$ cat config.mk
export PLATFORM = sky130hd
export DESIGN_NAME = iir_filter_transposed_df2_core
export DESIGN_NICKNAME = d
export VERILOG_FILES = /design/src/sv/iirtdf2_pkg.sv /design/src/sv/iirtdf2_ram.sv /design/src/sv/iirtdf2_mac.sv /design/src/sv/iir_filter_transposed_df2_core.sv
export SDC_FILE = /design/constraint.sdc
export NUM_CORES = 2
export LEC_CHECK = 0
export BUFFER_PORTS_ARGS = -buffer_cell sky130_fd_sc_hd__buf_4
export CORE_MARGIN = 4
export CORE_UTILIZATION = 40
export CTS_CLUSTER_DIAMETER = 120
export DETAILED_ROUTE_END_ITERATION = 8
export GPL_ROUTABILITY_DRIVEN = 1
export SETUP_SLACK_MARGIN = 0.4
export SLEW_MARGIN = 20
export SYNTH_ARGS = -nofsm -noshare
export SYNTH_HDL_FRONTEND = slang
export SYNTH_SLANG_ARGS = --single-unit
$ cat constraint.sdc
create_clock -name clk -period 8.3 [get_ports clk]
set_clock_uncertainty 0.1 [all_clocks]
set_input_delay 0.83 -clock clk [delete_from_list [all_inputs] [get_ports clk]]
set_output_delay 0.83 -clock clk [all_outputs]
set_load 0.005 [all_outputs]
$ cat src/sv/iirtdf2_pkg.sv
// shared types and constants of the transposed direct form ii iir filter
`default_nettype none

package iirtdf2_pkg;

  localparam int COEF_BITS  = 18;
  localparam int DELAY_BITS = 40;
  localparam int DELAY_FRAC = 28;
  localparam int INDEX_BITS = 4;
  localparam int CMD_BITS   = 3;
  localparam int TAPS_BITS  = 4;

  typedef enum logic [CMD_BITS-1:0] {
    CMD_SAMPLE     = 3'd0,
    CMD_WR_NUM     = 3'd1,
    CMD_WR_DEN     = 3'd2,
    CMD_LOAD_DELAY = 3'd3,
    CMD_READ_DELAY = 3'd4
  } cmd_t;

  typedef enum logic [6:0] {
    ST_IDLE   = 7'b0000001,
    ST_Y_MUL  = 7'b0000010,
    ST_Y_SAT  = 7'b0000100,
    ST_TAP_B  = 7'b0001000,
    ST_TAP_A  = 7'b0010000,
    ST_TAP_WB = 7'b0100000,
    ST_DONE   = 7'b1000000
  } state_t;

  // sequencer to datapath controls
  typedef struct packed {
    logic load_x;
    logic mul_en;
    logic mul_sel_y;
    logic acc_load;
    logic acc_from_delay;
    logic acc_add;
    logic y_en;
  } mac_ctrl_t;

endpackage

`default_nettype wire

$ cat src/sv/iirtdf2_ram.sv
// single-port-write, single-port-read ram with registered read and per-entry valid bits
`default_nettype none

module iirtdf2_ram #(
  parameter int WIDTH = 18,
  parameter int DEPTH = 9,
  localparam int AW = (DEPTH > 1) ? $clog2(DEPTH) : 1
) (
  input  logic             clk,
  input  logic             rst_n,
  input  logic             we,
  input  logic [AW-1:0]    waddr,
  input  logic [WIDTH-1:0] wdata,
  input  logic [AW-1:0]    raddr,
  output logic [WIDTH-1:0] rdata
);

  logic [WIDTH-1:0] mem [DEPTH];
  logic [WIDTH-1:0] q_r;
  logic [DEPTH-1:0] vld_r;
  logic             q_vld_r;

  always_ff @(posedge clk) begin
    if (we) begin
      mem[waddr] <= wdata;
    end
    q_r <= mem[raddr];
  end

  // entries never written read as zero
  always_ff @(posedge clk) begin
    if (!rst_n) begin
      vld_r   <= '0;
      q_vld_r <= 1'b0;
    end else begin
      if (we) begin
        vld_r[waddr] <= 1'b1;
      end
      q_vld_r <= vld_r[raddr];
    end
  end

  assign rdata = q_vld_r ? q_r : '0;

endmodule

`default_nettype wire

$ cat src/sv/iirtdf2_mac.sv
// shared multiplier, rounding, accumulator and saturation of the filter
`default_nettype none

module iirtdf2_mac #(
  parameter int SAMPLE_BITS    = 16,
  parameter int COEF_FRAC_BITS = 14
) (
  input  logic                                        clk,
  input  iirtdf2_pkg::mac_ctrl_t                      ctrl,
  input  logic signed [SAMPLE_BITS-1:0]               sample,
  input  logic signed [iirtdf2_pkg::COEF_BITS-1:0]    coef,
  input  logic signed [iirtdf2_pkg::DELAY_BITS-1:0]   delay,
  output logic signed [SAMPLE_BITS-1:0]               y,
  output logic                                        clip,
  output logic signed [iirtdf2_pkg::DELAY_BITS-1:0]   wb_data
);

  localparam int CB = iirtdf2_pkg::COEF_BITS;
  localparam int DB = iirtdf2_pkg::DELAY_BITS;
  localparam int DF = iirtdf2_pkg::DELAY_FRAC;
  localparam int SF = SAMPLE_BITS - 1;

  localparam int PW     = CB + SAMPLE_BITS;
  localparam int PF     = COEF_FRAC_BITS + SAMPLE_BITS - 1;
  localparam int P_SHR  = (PF > DF) ? PF - DF : 0;
  localparam int P_SHL  = (DF > PF) ? DF - PF : 0;
  localparam int P_HALF = (1 << P_SHR) >> 1;
  localparam int PE     = PW + P_SHL + 1;

  // delay word plus two scaled products stays well inside this
  localparam int ACC_W  = DB + 3;

  localparam int Y_SHR  = (DF > SF) ? DF - SF : 0;
  localparam int Y_SHL  = (SF > DF) ? SF - DF : 0;
  localparam int Y_HALF = (1 << Y_SHR) >> 1;
  localparam int YE     = ACC_W + Y_SHL + 1;

  localparam logic signed [YE-1:0]    Y_MAX = YE'({1'b0, {SF{1'b1}}});
  localparam logic signed [YE-1:0]    Y_MIN = ~Y_MAX;
  localparam logic signed [ACC_W-1:0] D_MAX = ACC_W'({1'b0, {(DB-1){1'b1}}});
  localparam logic signed [ACC_W-1:0] D_MIN = ~D_MAX;

  logic signed [SAMPLE_BITS-1:0] x_r;
  logic signed [SAMPLE_BITS-1:0] y_r;
  logic                          clip_r;
  logic signed [PW-1:0]          prod_r;
  logic signed [ACC_W-1:0]       acc_r;

  logic signed [SAMPLE_BITS-1:0] mul_op;
  logic signed [PE-1:0]          p_ext;
  logic signed [PE-1:0]          p_scaled;
  logic signed [ACC_W-1:0]       p_term;
  logic signed [ACC_W-1:0]       acc_sum;
  logic signed [ACC_W-1:0]       acc_diff;
  logic signed [YE-1:0]          y_ext;
  logic signed [YE-1:0]          y_scaled;
  logic                          y_hi;
  logic                          y_lo;
  logic signed [SAMPLE_BITS-1:0] y_sat;

  always_comb begin
    mul_op   = ctrl.mul_sel_y ? y_r : x_r;
    // product to delay-word fraction, round half up
    p_ext    = PE'(prod_r);
    p_scaled = ((p_ext + PE'(P_HALF)) >>> P_SHR) <<< P_SHL;
    p_term   = ACC_W'(p_scaled);
    acc_sum  = acc_r + p_term;
    acc_diff = acc_r - p_term;
    // wide output to sample fraction, round half up, then clamp
    y_ext    = YE'(acc_sum);
    y_scaled = ((y_ext + YE'(Y_HALF)) >>> Y_SHR) <<< Y_SHL;
    y_hi     = y_scaled > Y_MAX;
    y_lo     = y_scaled < Y_MIN;
    if (y_hi) begin
      y_sat = SAMPLE_BITS'(Y_MAX);
    end else if (y_lo) begin
      y_sat = SAMPLE_BITS'(Y_MIN);
    end else begin
      y_sat = SAMPLE_BITS'(y_scaled);
    end
    if (acc_diff > D_MAX) begin
      wb_data = DB'(D_MAX);
    end else if (acc_diff < D_MIN) begin
      wb_data = DB'(D_MIN);
    end else begin
      wb_data = DB'(acc_diff);
    end
  end

  always_ff @(posedge clk) begin
    if (ctrl.load_x) begin
      x_r <= sample;
    end
    if (ctrl.mul_en) begin
      prod_r <= PW'(coef) * PW'(mul_op);
    end
    if (ctrl.acc_load) begin
      acc_r <= ctrl.acc_from_delay ? ACC_W'(delay) : '0;
    end else if (ctrl.acc_add) begin
      acc_r <= acc_sum;
    end
    if (ctrl.y_en) begin
      y_r    <= y_sat;
      clip_r <= y_hi | y_lo;
    end
  end

  assign y    = y_r;
  assign clip = clip_r;

endmodule

`default_nettype wire

$ cat src/sv/iir_filter_transposed_df2_core.sv
// iir filter core in transposed direct form ii: sequencer, memories and datapath
//
// Usage: items arrive on the in_ channel (valid/stall). in_command picks the work:
// filter in_sample, write numerator or denominator coefficient in_index, load
// delay word in_index from in_state_word, or read delay word in_index back.
// Every item gives exactly one result item on the out_ channel (valid/stall);
// fields a command does not produce are zero. cfg_taps_in_use sets the filter
// order through a valid/ready port that is always ready; write it only while idle.
// A sample item passes ST_Y_MUL and ST_Y_SAT, then the taps of the order in use;
// other commands go straight to ST_DONE. No new item is taken until the result is
// loaded into the output register. Each tap needs two reads of the single
// coefficient memory port and two passes through the one shared multiplier,
// plus a write-back, so each tap runs through ST_TAP_B, ST_TAP_A and ST_TAP_WB.
// Reset (rst_n low, synchronous) clears the order, the valid bits of all
// coefficients and delay words (they read as zero) and the output valid flag.
// A stalled result holds in the output register; the next item is accepted
// meanwhile and its result waits until the register is free.
`default_nettype none

module iir_filter_transposed_df2_core #(
  parameter int MAX_ORDER      = 8,
  parameter int COEF_FRAC_BITS = 14,
  parameter int SAMPLE_BITS    = 16
) (
  input  logic                                        clk,
  input  logic                                        rst_n,
  input  logic                                        cfg_valid,
  output logic                                        cfg_ready,
  input  logic [iirtdf2_pkg::TAPS_BITS-1:0]           cfg_taps_in_use,
  input  logic                                        in_valid,
  output logic                                        in_stall,
  input  logic [iirtdf2_pkg::CMD_BITS-1:0]            in_command,
  input  logic [iirtdf2_pkg::INDEX_BITS-1:0]          in_index,
  input  logic signed [SAMPLE_BITS-1:0]               in_sample,
  input  logic signed [iirtdf2_pkg::COEF_BITS-1:0]    in_coefficient,
  input  logic signed [iirtdf2_pkg::DELAY_BITS-1:0]   in_state_word,
  output logic                                        out_valid,
  input  logic                                        out_stall,
  output logic signed [SAMPLE_BITS-1:0]               out_filtered,
  output logic                                        out_clipped,
  output logic signed [iirtdf2_pkg::DELAY_BITS-1:0]   out_state_read
);

  localparam int CB     = iirtdf2_pkg::COEF_BITS;
  localparam int DB     = iirtdf2_pkg::DELAY_BITS;
  localparam int CDEPTH = 2 * MAX_ORDER + 2;
  localparam int CAW    = $clog2(CDEPTH);
  localparam int DAW    = (MAX_ORDER > 1) ? $clog2(MAX_ORDER) : 1;
  localparam int NW     = $clog2(MAX_ORDER + 1);

  // denominator coefficients sit above the numerator ones
  localparam logic [CAW-1:0] A_BASE = CAW'(MAX_ORDER + 1);
  localparam logic [31:0]    MAX_U  = 32'(MAX_ORDER);

  iirtdf2_pkg::state_t    state_r, state_nxt;
  iirtdf2_pkg::cmd_t      cmd;
  iirtdf2_pkg::mac_ctrl_t ctrl;

  logic [iirtdf2_pkg::TAPS_BITS-1:0] taps_r;
  logic [NW-1:0]                     n_eff;
  logic [NW-1:0]                     j_r, j_nxt;
  logic [NW:0]                       jp1, jp2, n_ext;
  logic                              is_sample_r, is_sample_nxt;
  logic                              rd_ok_r, rd_ok_nxt;
  logic [DAW-1:0]                    rd_addr_r, rd_addr_nxt;

  logic                              idx_le_max, idx_lt_max;

  logic                              c_we;
  logic [CAW-1:0]                    c_waddr, c_raddr;
  logic [CB-1:0]                     c_wdata, c_rdata;
  logic                              d_we;
  logic [DAW-1:0]                    d_waddr, d_raddr;
  logic [DB-1:0]                     d_wdata, d_rdata;

  logic signed [SAMPLE_BITS-1:0]     y;
  logic                              clip;
  logic signed [DB-1:0]              wb_data;

  logic                              out_valid_r, out_valid_nxt;
  logic                              out_load;
  logic signed [SAMPLE_BITS-1:0]     out_filtered_r;
  logic                              out_clipped_r;
  logic signed [DB-1:0]              out_state_read_r;

  assign cmd        = iirtdf2_pkg::cmd_t'(in_command);
  assign idx_le_max = 32'(in_index) <= MAX_U;
  assign idx_lt_max = 32'(in_index) < MAX_U;
  assign n_eff      = (32'(taps_r) > MAX_U) ? NW'(MAX_ORDER) : NW'(taps_r);
  assign jp1        = (NW+1)'(j_r) + (NW+1)'(1);
  assign jp2        = (NW+1)'(j_r) + (NW+1)'(2);
  assign n_ext      = (NW+1)'(n_eff);

  assign in_stall   = (state_r != iirtdf2_pkg::ST_IDLE);
  assign cfg_ready  = 1'b1;
  assign out_load   = (state_r == iirtdf2_pkg::ST_DONE) && (!out_valid_r || !out_stall);

  always_comb begin
    state_nxt     = state_r;
    j_nxt         = j_r;
    is_sample_nxt = is_sample_r;
    rd_ok_nxt     = rd_ok_r;
    rd_addr_nxt   = rd_addr_r;
    ctrl          = '0;
    c_we          = 1'b0;
    c_waddr       = '0;
    c_wdata       = in_coefficient;
    c_raddr       = '0;
    d_we          = 1'b0;
    d_waddr       = '0;
    d_wdata       = in_state_word;
    d_raddr       = '0;

    case (state_r)
      iirtdf2_pkg::ST_IDLE: begin
        if (in_valid) begin
          is_sample_nxt = 1'b0;
          rd_ok_nxt     = 1'b0;
          rd_addr_nxt   = '0;
          state_nxt     = iirtdf2_pkg::ST_DONE;
          case (cmd)
            iirtdf2_pkg::CMD_SAMPLE: begin
              // read b0 and s0 for the output term
              ctrl.load_x   = 1'b1;
              is_sample_nxt = 1'b1;
              state_nxt     = iirtdf2_pkg::ST_Y_MUL;
            end
            iirtdf2_pkg::CMD_WR_NUM: begin
              c_we    = idx_le_max;
              c_waddr = CAW'(in_index);
            end
            iirtdf2_pkg::CMD_WR_DEN: begin
              // a0 is implied and never stored
              c_we    = idx_le_max && (in_index != '0);
              c_waddr = CAW'(in_index) + A_BASE;
            end
            iirtdf2_pkg::CMD_LOAD_DELAY: begin
              d_we    = idx_lt_max;
              d_waddr = DAW'(in_index);
            end
            iirtdf2_pkg::CMD_READ_DELAY: begin
              rd_ok_nxt   = idx_lt_max;
              rd_addr_nxt = idx_lt_max ? DAW'(in_index) : '0;
              d_raddr     = rd_addr_nxt;
            end
            default: begin
              state_nxt = iirtdf2_pkg::ST_DONE;
            end
          endcase
        end
      end
      iirtdf2_pkg::ST_Y_MUL: begin
        ctrl.mul_en         = 1'b1;
        ctrl.acc_load       = 1'b1;
        ctrl.acc_from_delay = (n_eff != '0);
        state_nxt           = iirtdf2_pkg::ST_Y_SAT;
      end
      iirtdf2_pkg::ST_Y_SAT: begin
        ctrl.y_en = 1'b1;
        j_nxt     = '0;
        c_raddr   = CAW'(1);
        d_raddr   = (n_ext > (NW+1)'(1)) ? DAW'(1) : '0;
        state_nxt = (n_eff == '0) ? iirtdf2_pkg::ST_DONE : iirtdf2_pkg::ST_TAP_B;
      end
      iirtdf2_pkg::ST_TAP_B: begin
        // b[j+1]*x on top of s[j+1], the last tap has no upper neighbor
        ctrl.mul_en         = 1'b1;
        ctrl.acc_load       = 1'b1;
        ctrl.acc_from_delay = (jp1 < n_ext);
        c_raddr             = A_BASE + CAW'(jp1);
        state_nxt           = iirtdf2_pkg::ST_TAP_A;
      end
      iirtdf2_pkg::ST_TAP_A: begin
        ctrl.mul_en    = 1'b1;
        ctrl.mul_sel_y = 1'b1;
        ctrl.acc_add   = 1'b1;
        state_nxt      = iirtdf2_pkg::ST_TAP_WB;
      end
      iirtdf2_pkg::ST_TAP_WB: begin
        d_we    = 1'b1;
        d_waddr = DAW'(j_r);
        d_wdata = wb_data;
        if (jp1 < n_ext) begin
          // fetch the next tap while s[j] goes back
          j_nxt     = NW'(jp1);
          c_raddr   = CAW'(jp2);
          d_raddr   = (jp2 < n_ext) ? DAW'(jp2) : '0;
          state_nxt = iirtdf2_pkg::ST_TAP_B;
        end else begin
          state_nxt = iirtdf2_pkg::ST_DONE;
        end
      end
      iirtdf2_pkg::ST_DONE: begin
        d_raddr = rd_addr_r;
        if (out_load) begin
          state_nxt = iirtdf2_pkg::ST_IDLE;
        end
      end
      default: begin
        state_nxt = iirtdf2_pkg::ST_IDLE;
      end
    endcase
  end

  assign out_valid_nxt = out_load || (out_valid_r && out_stall);

  always_ff @(posedge clk) begin
    if (!rst_n) begin
      state_r     <= iirtdf2_pkg::ST_IDLE;
      taps_r      <= '0;
      out_valid_r <= 1'b0;
    end else begin
      state_r     <= state_nxt;
      out_valid_r <= out_valid_nxt;
      if (cfg_valid && cfg_ready) begin
        taps_r <= cfg_taps_in_use;
      end
    end
  end

  always_ff @(posedge clk) begin
    j_r         <= j_nxt;
    is_sample_r <= is_sample_nxt;
    rd_ok_r     <= rd_ok_nxt;
    rd_addr_r   <= rd_addr_nxt;
    if (out_load) begin
      out_filtered_r   <= is_sample_r ? y : '0;
      out_clipped_r    <= is_sample_r & clip;
      out_state_read_r <= rd_ok_r ? DB'(d_rdata) : '0;
    end
  end

  iirtdf2_ram #(
    .WIDTH (CB),
    .DEPTH (CDEPTH)
  ) u_coef_ram (
    .clk   (clk),
    .rst_n (rst_n),
    .we    (c_we),
    .waddr (c_waddr),
    .wdata (c_wdata),
    .raddr (c_raddr),
    .rdata (c_rdata)
  );

  iirtdf2_ram #(
    .WIDTH (DB),
    .DEPTH (MAX_ORDER)
  ) u_delay_ram (
    .clk   (clk),
    .rst_n (rst_n),
    .we    (d_we),
    .waddr (d_waddr),
    .wdata (d_wdata),
    .raddr (d_raddr),
    .rdata (d_rdata)
  );

  iirtdf2_mac #(
    .SAMPLE_BITS    (SAMPLE_BITS),
    .COEF_FRAC_BITS (COEF_FRAC_BITS)
  ) u_mac (
    .clk     (clk),
    .ctrl    (ctrl),
    .sample  (in_sample),
    .coef    (c_rdata),
    .delay   (d_rdata),
    .y       (y),
    .clip    (clip),
    .wb_data (wb_data)
  );

  assign out_valid      = out_valid_r;
  assign out_filtered   = out_filtered_r;
  assign out_clipped    = out_clipped_r;
  assign out_state_read = out_state_read_r;

endmodule

`default_nettype wire

== After elaboration in Yosys (flattened, before gate mapping) ==
Memories as Yosys holds them, arrays and structs flattened. A register that Yosys moved wholly into a read port is not among the register bits.
Index checks and enable logic that the tools add are counted.
Cells by class
  $add $sub $neg: 8
  bitwise gates (word level): 4
  magnitude comparators: 16
  muxes and demuxes: 59
  equality and inequality tests: 15
  multiply operators: 1
  reductions and logical operators: 19
Operators by type and width (number)
  two-way mux 40 bit: 4
  two-way mux 43 bit: 3
  one-hot mux 7 bit (7 select lines): 1
  adder 43 x 14 -> 44 bit, second input constant: 1
  adder 43 x 34 -> 43 bit: 1
  > comparator 43 x 40 -> 1 bit, second input constant: 1
  < comparator 43 x 40 -> 1 bit, second input constant: 1
  subtractor 43 x 34 -> 43 bit: 1
  adder 34 x 2 -> 35 bit, second input constant: 1
  two-way mux 7 bit: 5
  multiplier 18 x 16 -> 34 bit: 1
  two-way mux 16 bit: 2
  > comparator 31 x 16 -> 1 bit, second input constant: 1
  < comparator 31 x 16 -> 1 bit, second input constant: 1
  two-way mux 3 bit: 7
  two-way mux 1 bit: 19
  two-way mux 18 bit: 1
  OR 18 bit: 1
  two-way mux 5 bit: 3
  one-hot mux 5 bit (3 select lines): 1
  < comparator 5 x 6 -> 1 bit, second input constant: 2
  one-hot mux 3 bit (4 select lines): 1
  < comparator 5 x 4 -> 1 bit: 2
  one-hot mux 5 bit (2 select lines): 1
  other kinds (44): 60
Storage, ports and cells
  bits of input ports: 90
  bits in writable memories: 644
  memories: 2
  logic and storage cells: 143
  output and inout port bits: 60
  register bits after elaboration: 216
Memory list
  u_coef_ram.mem: depth 18, bits a word 18, read ports 1, clocked after memory_dff 1, write ports 1, RTL line iirtdf2_ram.sv:18  | logic [WIDTH-1:0] mem [DEPTH];
  u_delay_ram.mem: depth 8, bits a word 40, read ports 1, clocked after memory_dff 1, write ports 1, RTL line iirtdf2_ram.sv:18

== Longest topological paths before layout ==
  depth after elaboration: 9
  mapped depth: 30
  gate-level depth less buffers: 28

== Hierarchy ==
A second synthesis with hierarchy kept.
Second synthesis, totals
  cell total of the unflattened synthesis: 4107
  area total of the unflattened synthesis: 52851.9 um^2
Modules (own cells, without submodules)
  iirtdf2_mac: instances 1, cells each 2359, area each 21254.1 um^2, seq. area each 3303.2 um^2
  iirtdf2_ram (u_delay_ram): instances 1, cells each 585, area each 13720.7 um^2, seq. area each 10590.2 um^2
  iirtdf2_ram (u_coef_ram): instances 1, cells each 718, area each 13656.8 um^2, seq. area each 10470.0 um^2
  iir_filter_transposed_df2_core: instances 1, cells each 445, area each 4220.3 um^2, seq. area each 2222.1 um^2

== Least setup slack after synthesis ==
OpenSTA, ideal clock, no wires.
  path kind: register -> register
  start point: register state_r[6]
  end point: register u_mac.prod_r[32] (data pin)
  buffers on the path: 2
  setup time: 258 ps
  data required time: 7942 ps
  arrival: 7842 ps
  setup slack: 100 ps
  period minus slack after synthesis: 8200 ps
  cell stages (with the launch flop): 29
  cell sequence: dfxtp_1 -> nor4_1 -> nor4bb_1 -> clkbuf_1 -> buf_1 -> mux2i_1 -> nor2_1 -> fa_1 -> inv_1 -> fa_1 -> fa_1 -> fa_1 -> inv_1 -> fa_1 -> inv_1 -> fa_1 -> inv_1 -> ha_1 -> and3_1 -> a21oi_1 -> o21ai_0 -> o211ai_1 -> nand3_1 -> a221oi_1 -> nor3_1 -> nor3_1 -> o21bai_1 -> a21oi_1 -> xnor2_1
Between the ends
  longest elaborated chain between the ends: 4
Ends and longest elaborated chain
  start: declaration: RTL line iir_filter_transposed_df2_core.sv:55  | iirtdf2_pkg::state_t state_r, state_nxt;
  start signal: assignment: RTL line iir_filter_transposed_df2_core.sv:209  | state_r <= iirtdf2_pkg::ST_IDLE;
  start signal: assignment: RTL line iir_filter_transposed_df2_core.sv:213  | state_r <= state_nxt;
  == test 7 x 5 -> 1 bit: RTL line iir_filter_transposed_df2_core.sv:114  | case (state_r)
  two-way mux 1 bit: RTL line iir_filter_transposed_df2_core.sv:114
  two-way mux 16 bit: RTL line iirtdf2_mac.sv:62  | mul_op = ctrl.mul_sel_y ? y_r : x_r;
  multiplier 18 x 16 -> 34 bit: RTL line iirtdf2_mac.sv:95  | prod_r <= PW'(coef) * PW'(mul_op);
  end signal: assignment: RTL line iirtdf2_mac.sv:95
  end: declaration: RTL line iirtdf2_mac.sv:46  | logic signed [PW-1:0] prod_r;
No other way between the ends.
A chain may end at the register's enable or synchronous reset.

== Worst setup path in the final report ==
  start point: register state_r[2]
  end point: register u_mac.prod_r[32] (data pin)
The elaborated chain is that of the path after synthesis.

==> results.md <==
* H-tree depth at 3
* Worst Hold Class: input port to register
* Detail Route Antenna Nets at 0
* Ys flop type: edfxtp_1
* Synthesized area at 53100 µm²
* Final Critical Period at 7.69 ns
* Asr flop ratio synth at 0
* Hold path startpoint: in_sample[12]
* Number of global-route vias before repair at 36300
* P&R area growth vs syn at 12.6%
* Fin. max-slew vios at 0
* Crit. End Element: register
* Fraction of final layout cells sized beyond drive strength 1 at 0.104
* Flop-to-flop setup slack at 0.61 ns
* CP startpoint: state_r[2]
* CTS Root Cell: clkbuf_16
* Crit path max-delay cell type: fa_1
* CTS tree: done
* CTS clock-pin slew for the worst setup and hold paths at 0.06 ns
* I/O Pins at 150
* CTS Buffer Depth at 3
* Status: finished clean
* Worst IR Drop VDD at 0.179 mV
* Critical Path RT at 8.66 ns
* Die Span Y at 372 µm
* Sw Ratio at 0.231
* RR Endpoint: u_mac.prod_r[32]
* Design Area, Final at 59700 µm²
* Top cells by area, synth: edfxtp_1 (46%), fa_1 (11%), nand2_1 (5.9%), ha_1 (4.3%), dfxtp_1 (3.7%)
* Register area share after synthesis at 0.501
* Setup crit end: u_mac.prod_r[32]
* Cells after Synth at 4871
* Pin count of the biggest net entering global routing at 167
* Dpl hpwl at 96.9 mm
* Mean post-synth cell area at 10.9 µm²
* Max-cap violations at 0
* Top cell type's share of synthesized area at 0.464
* Clock share of power at 0.429
* Die W at 372 µm
* Final-report setup violation count at 0
* Final Util at 0.454
* Warnings, synthesis at 0
* P_leak at 23.7 nW
* Skew-Pair Late Insertion Delay at 0.72 ns
* First-pass GRT wire length at 217 mm
* Worst Path Max Fanout at 15
* Synth cell types at 114
* Commonest cells post-synth: nand2_1 (837), edfxtp_1 (820), inv_1 (460)
* Clock sink count at 918
* Max_slew headroom at 0.289
* #FFs+latches synth at 918
* Routed WL per cell at 20.9 µm
* Int Pwr at 7.77 mW
* Total power draw at 10.1 mW
* Routed WL at 142 mm
* Register-to-Register Path Depth at 28
* Count leader, synth: nand2_1
* Tot GR Track Use at 0.205
* Die Area at 139000 µm²
* Placer Congestion at 0.906
* DR pass1 iterations at 7
* Core Area at 132000 µm²
* Unrepaired setup endpoints after global routing: true
* Detailed Route Iter0 Violations at 2851
* Number of synthesized flops with an enable pin at 820
* Port Buf Inserts at 148
* Area after DPL at 56300 µm²
* Highest Clock Rate at 130 MHz
* Worst-Margin Slew at 1.06 ns
* Routed via count at 36600
* Critical path launch point type: register
* Final nets at 5526
* Residual DRC at 0
* Synth area leader: edfxtp_1
* Vias per cell at 5.39
* Overflow after GRT at 0
* Reg-to-Reg Start: state_r[2]
* Critical path class: register to register
* Hold Vio Cnt, Final at 0
* Placement Rows at 133
* Comb power frac at 0.063
* CTS Buf Count at 98
* Pwr dens at 169 nW/µm²
* Psw at 2.34 mW
* Worst EP arrival at 8.05 ns
* Setup tns final at 0 ns
* Final period util at 0.926
* CP max stage delay at 0.56 ns
* Most used cell, CP: fa_1
* Sequential power share at 0.507
* Cts hold-fix bufs at 0
* Initial core utilization at 0.403
* Synth Net Count at 5437
* Initial antenna violation count at 7
[power by group through the flow]
stage / sequential [mW] / clock [mW] / combinational, mW
2_1_floorplan: 5.20 / 0 / 0.414
3_3_place_gp: 5.23 / 0 / 0.631
3_5_place_dp: 5.23 / 0 / 0.640
4_1_cts: 5.13 / 4.44 / 0.644
5_1_grt: 5.13 / 4.64 / 0.721
6_report: 5.13 / 4.34 / 0.639
[cell families after synthesis]
family,count (synthesis),synth area share
xor+xnor,165,0.0277
compound gates,859,0.111
simple gates,1673,0.142
other cells,1,0.0000707
fa+ha+maj,476,0.154
flops,918,0.501
buf+inv,714,0.0517
mux,65,0.0128
[layout by cell type (no fill, tap or decap), types with 40 or more instances in the layout]
| cell type | Yosys | final |
|---|---|---|
| nand2_1 | 837 | 835 |
| edfxtp_1 | 820 | 820 |
| inv_1 | 460 | 459 |
| fa_1 | 292 | 292 |
| nor2_1 | 300 | 276 |
| buf_4 | 3 | 233 |
| ha_1 | 184 | 184 |
| o21ai_0 | 184 | 183 |
| a21oi_1 | 163 | 160 |
| nand3_1 | 153 | 153 |
| xnor2_1 | 125 | 125 |
| a211oi_1 | 110 | 109 |
| and3_1 | 103 | 101 |
| clkbuf_16 | 0 | 99 |
| dfxtp_1 | 98 | 97 |
| and2_1 | 96 | 94 |
| o211ai_1 | 50 | 50 |
| a31oi_1 | 47 | 47 |
| nor3_1 | 45 | 42 |
| mux2i_1 | 44 | 40 |
| a311oi_1 | 40 | 40 |
[sequential cells by signal, summed over array words and instances, names as in the netlist, 3 cells and up]
register / flops
u_mac.x_r: 16
u_delay_ram.q_r: 40
out_filtered: 16
j_r: 4
u_mac.prod_r: 34
state_r: 7
u_delay_ram.mem: 320
u_mac.acc_r: 43
taps_r: 4
u_coef_ram.mem: 324
u_delay_ram.vld_r: 8
u_coef_ram.q_r: 18
out_state_read: 40
u_mac.y: 16
rd_addr_r: 3
u_coef_ram.vld_r: 18
[worst max-delay path, delay by kind of cell, from the launching register on]
family          cells  cell delay, ns
flops               1            0.37
mux                 1            0.37
compound gates      4            0.60
simple gates        8            1.55
xor+xnor            1            0.08
buf+inv             7            0.83
fa+ha+maj           7            3.51
[worst min path at each step]
stage | slack (ns) | to | cells past startpoint
CTS | 0.16 | u_mac.x_r[12] | 1
global route | 0.17 | u_mac.x_r[8] | 1
global placement | 0.34 | u_coef_ram.vld_r[15] | 1
detailed placement | 0.35 | u_coef_ram.vld_r[15] | 1
finish | 0.22 | u_mac.x_r[12] | 1
floorplan | 0.33 | u_coef_ram.vld_r[11] | 1
[per-stage QoR]
| stage | instances | worst slack (ns) | hold WS (ns) |
|---|---|---|---|
| floorplan | 4871 | 0.402 | 0.332 |
| global placement | 6608 | 0.230 | 0.340 |
| detailed placement | 6608 | 0.0806 | 0.350 |
| CTS | 6791 | 0.347 | 0.160 |
| global route | 6801 | 0.195 | 0.174 |
| finish | 6801 | 0.610 | 0.220 |
[timing repair]
item	in CTS	in global routing
buffers inserted	1	5
pin swaps	1	4
setup endpoints to repair	5	23
gates resized for setup	7	10
gates cloned	0	1
[metal layers]
metal	vias up	part of all wire	global-route usage
met5	-	0	0
li1	17100	-	-
met4	0	0.032	0.0674
met3	227	0.051	0.0297
met1	18300	0.43	0.273
met2	990	0.49	0.344
[cell type report]
cell class,count,area [µm²]
inverter,461,1730
fill,12100,71900
clock inverter,60,636
multi-input combinational,3239,24100
clock buffer,122,2580
antenna,4,10.0
sequential,918,26600
timing repair buffer,242,1930
tap,1755,2200
Power figures use the tool's default switching activity.
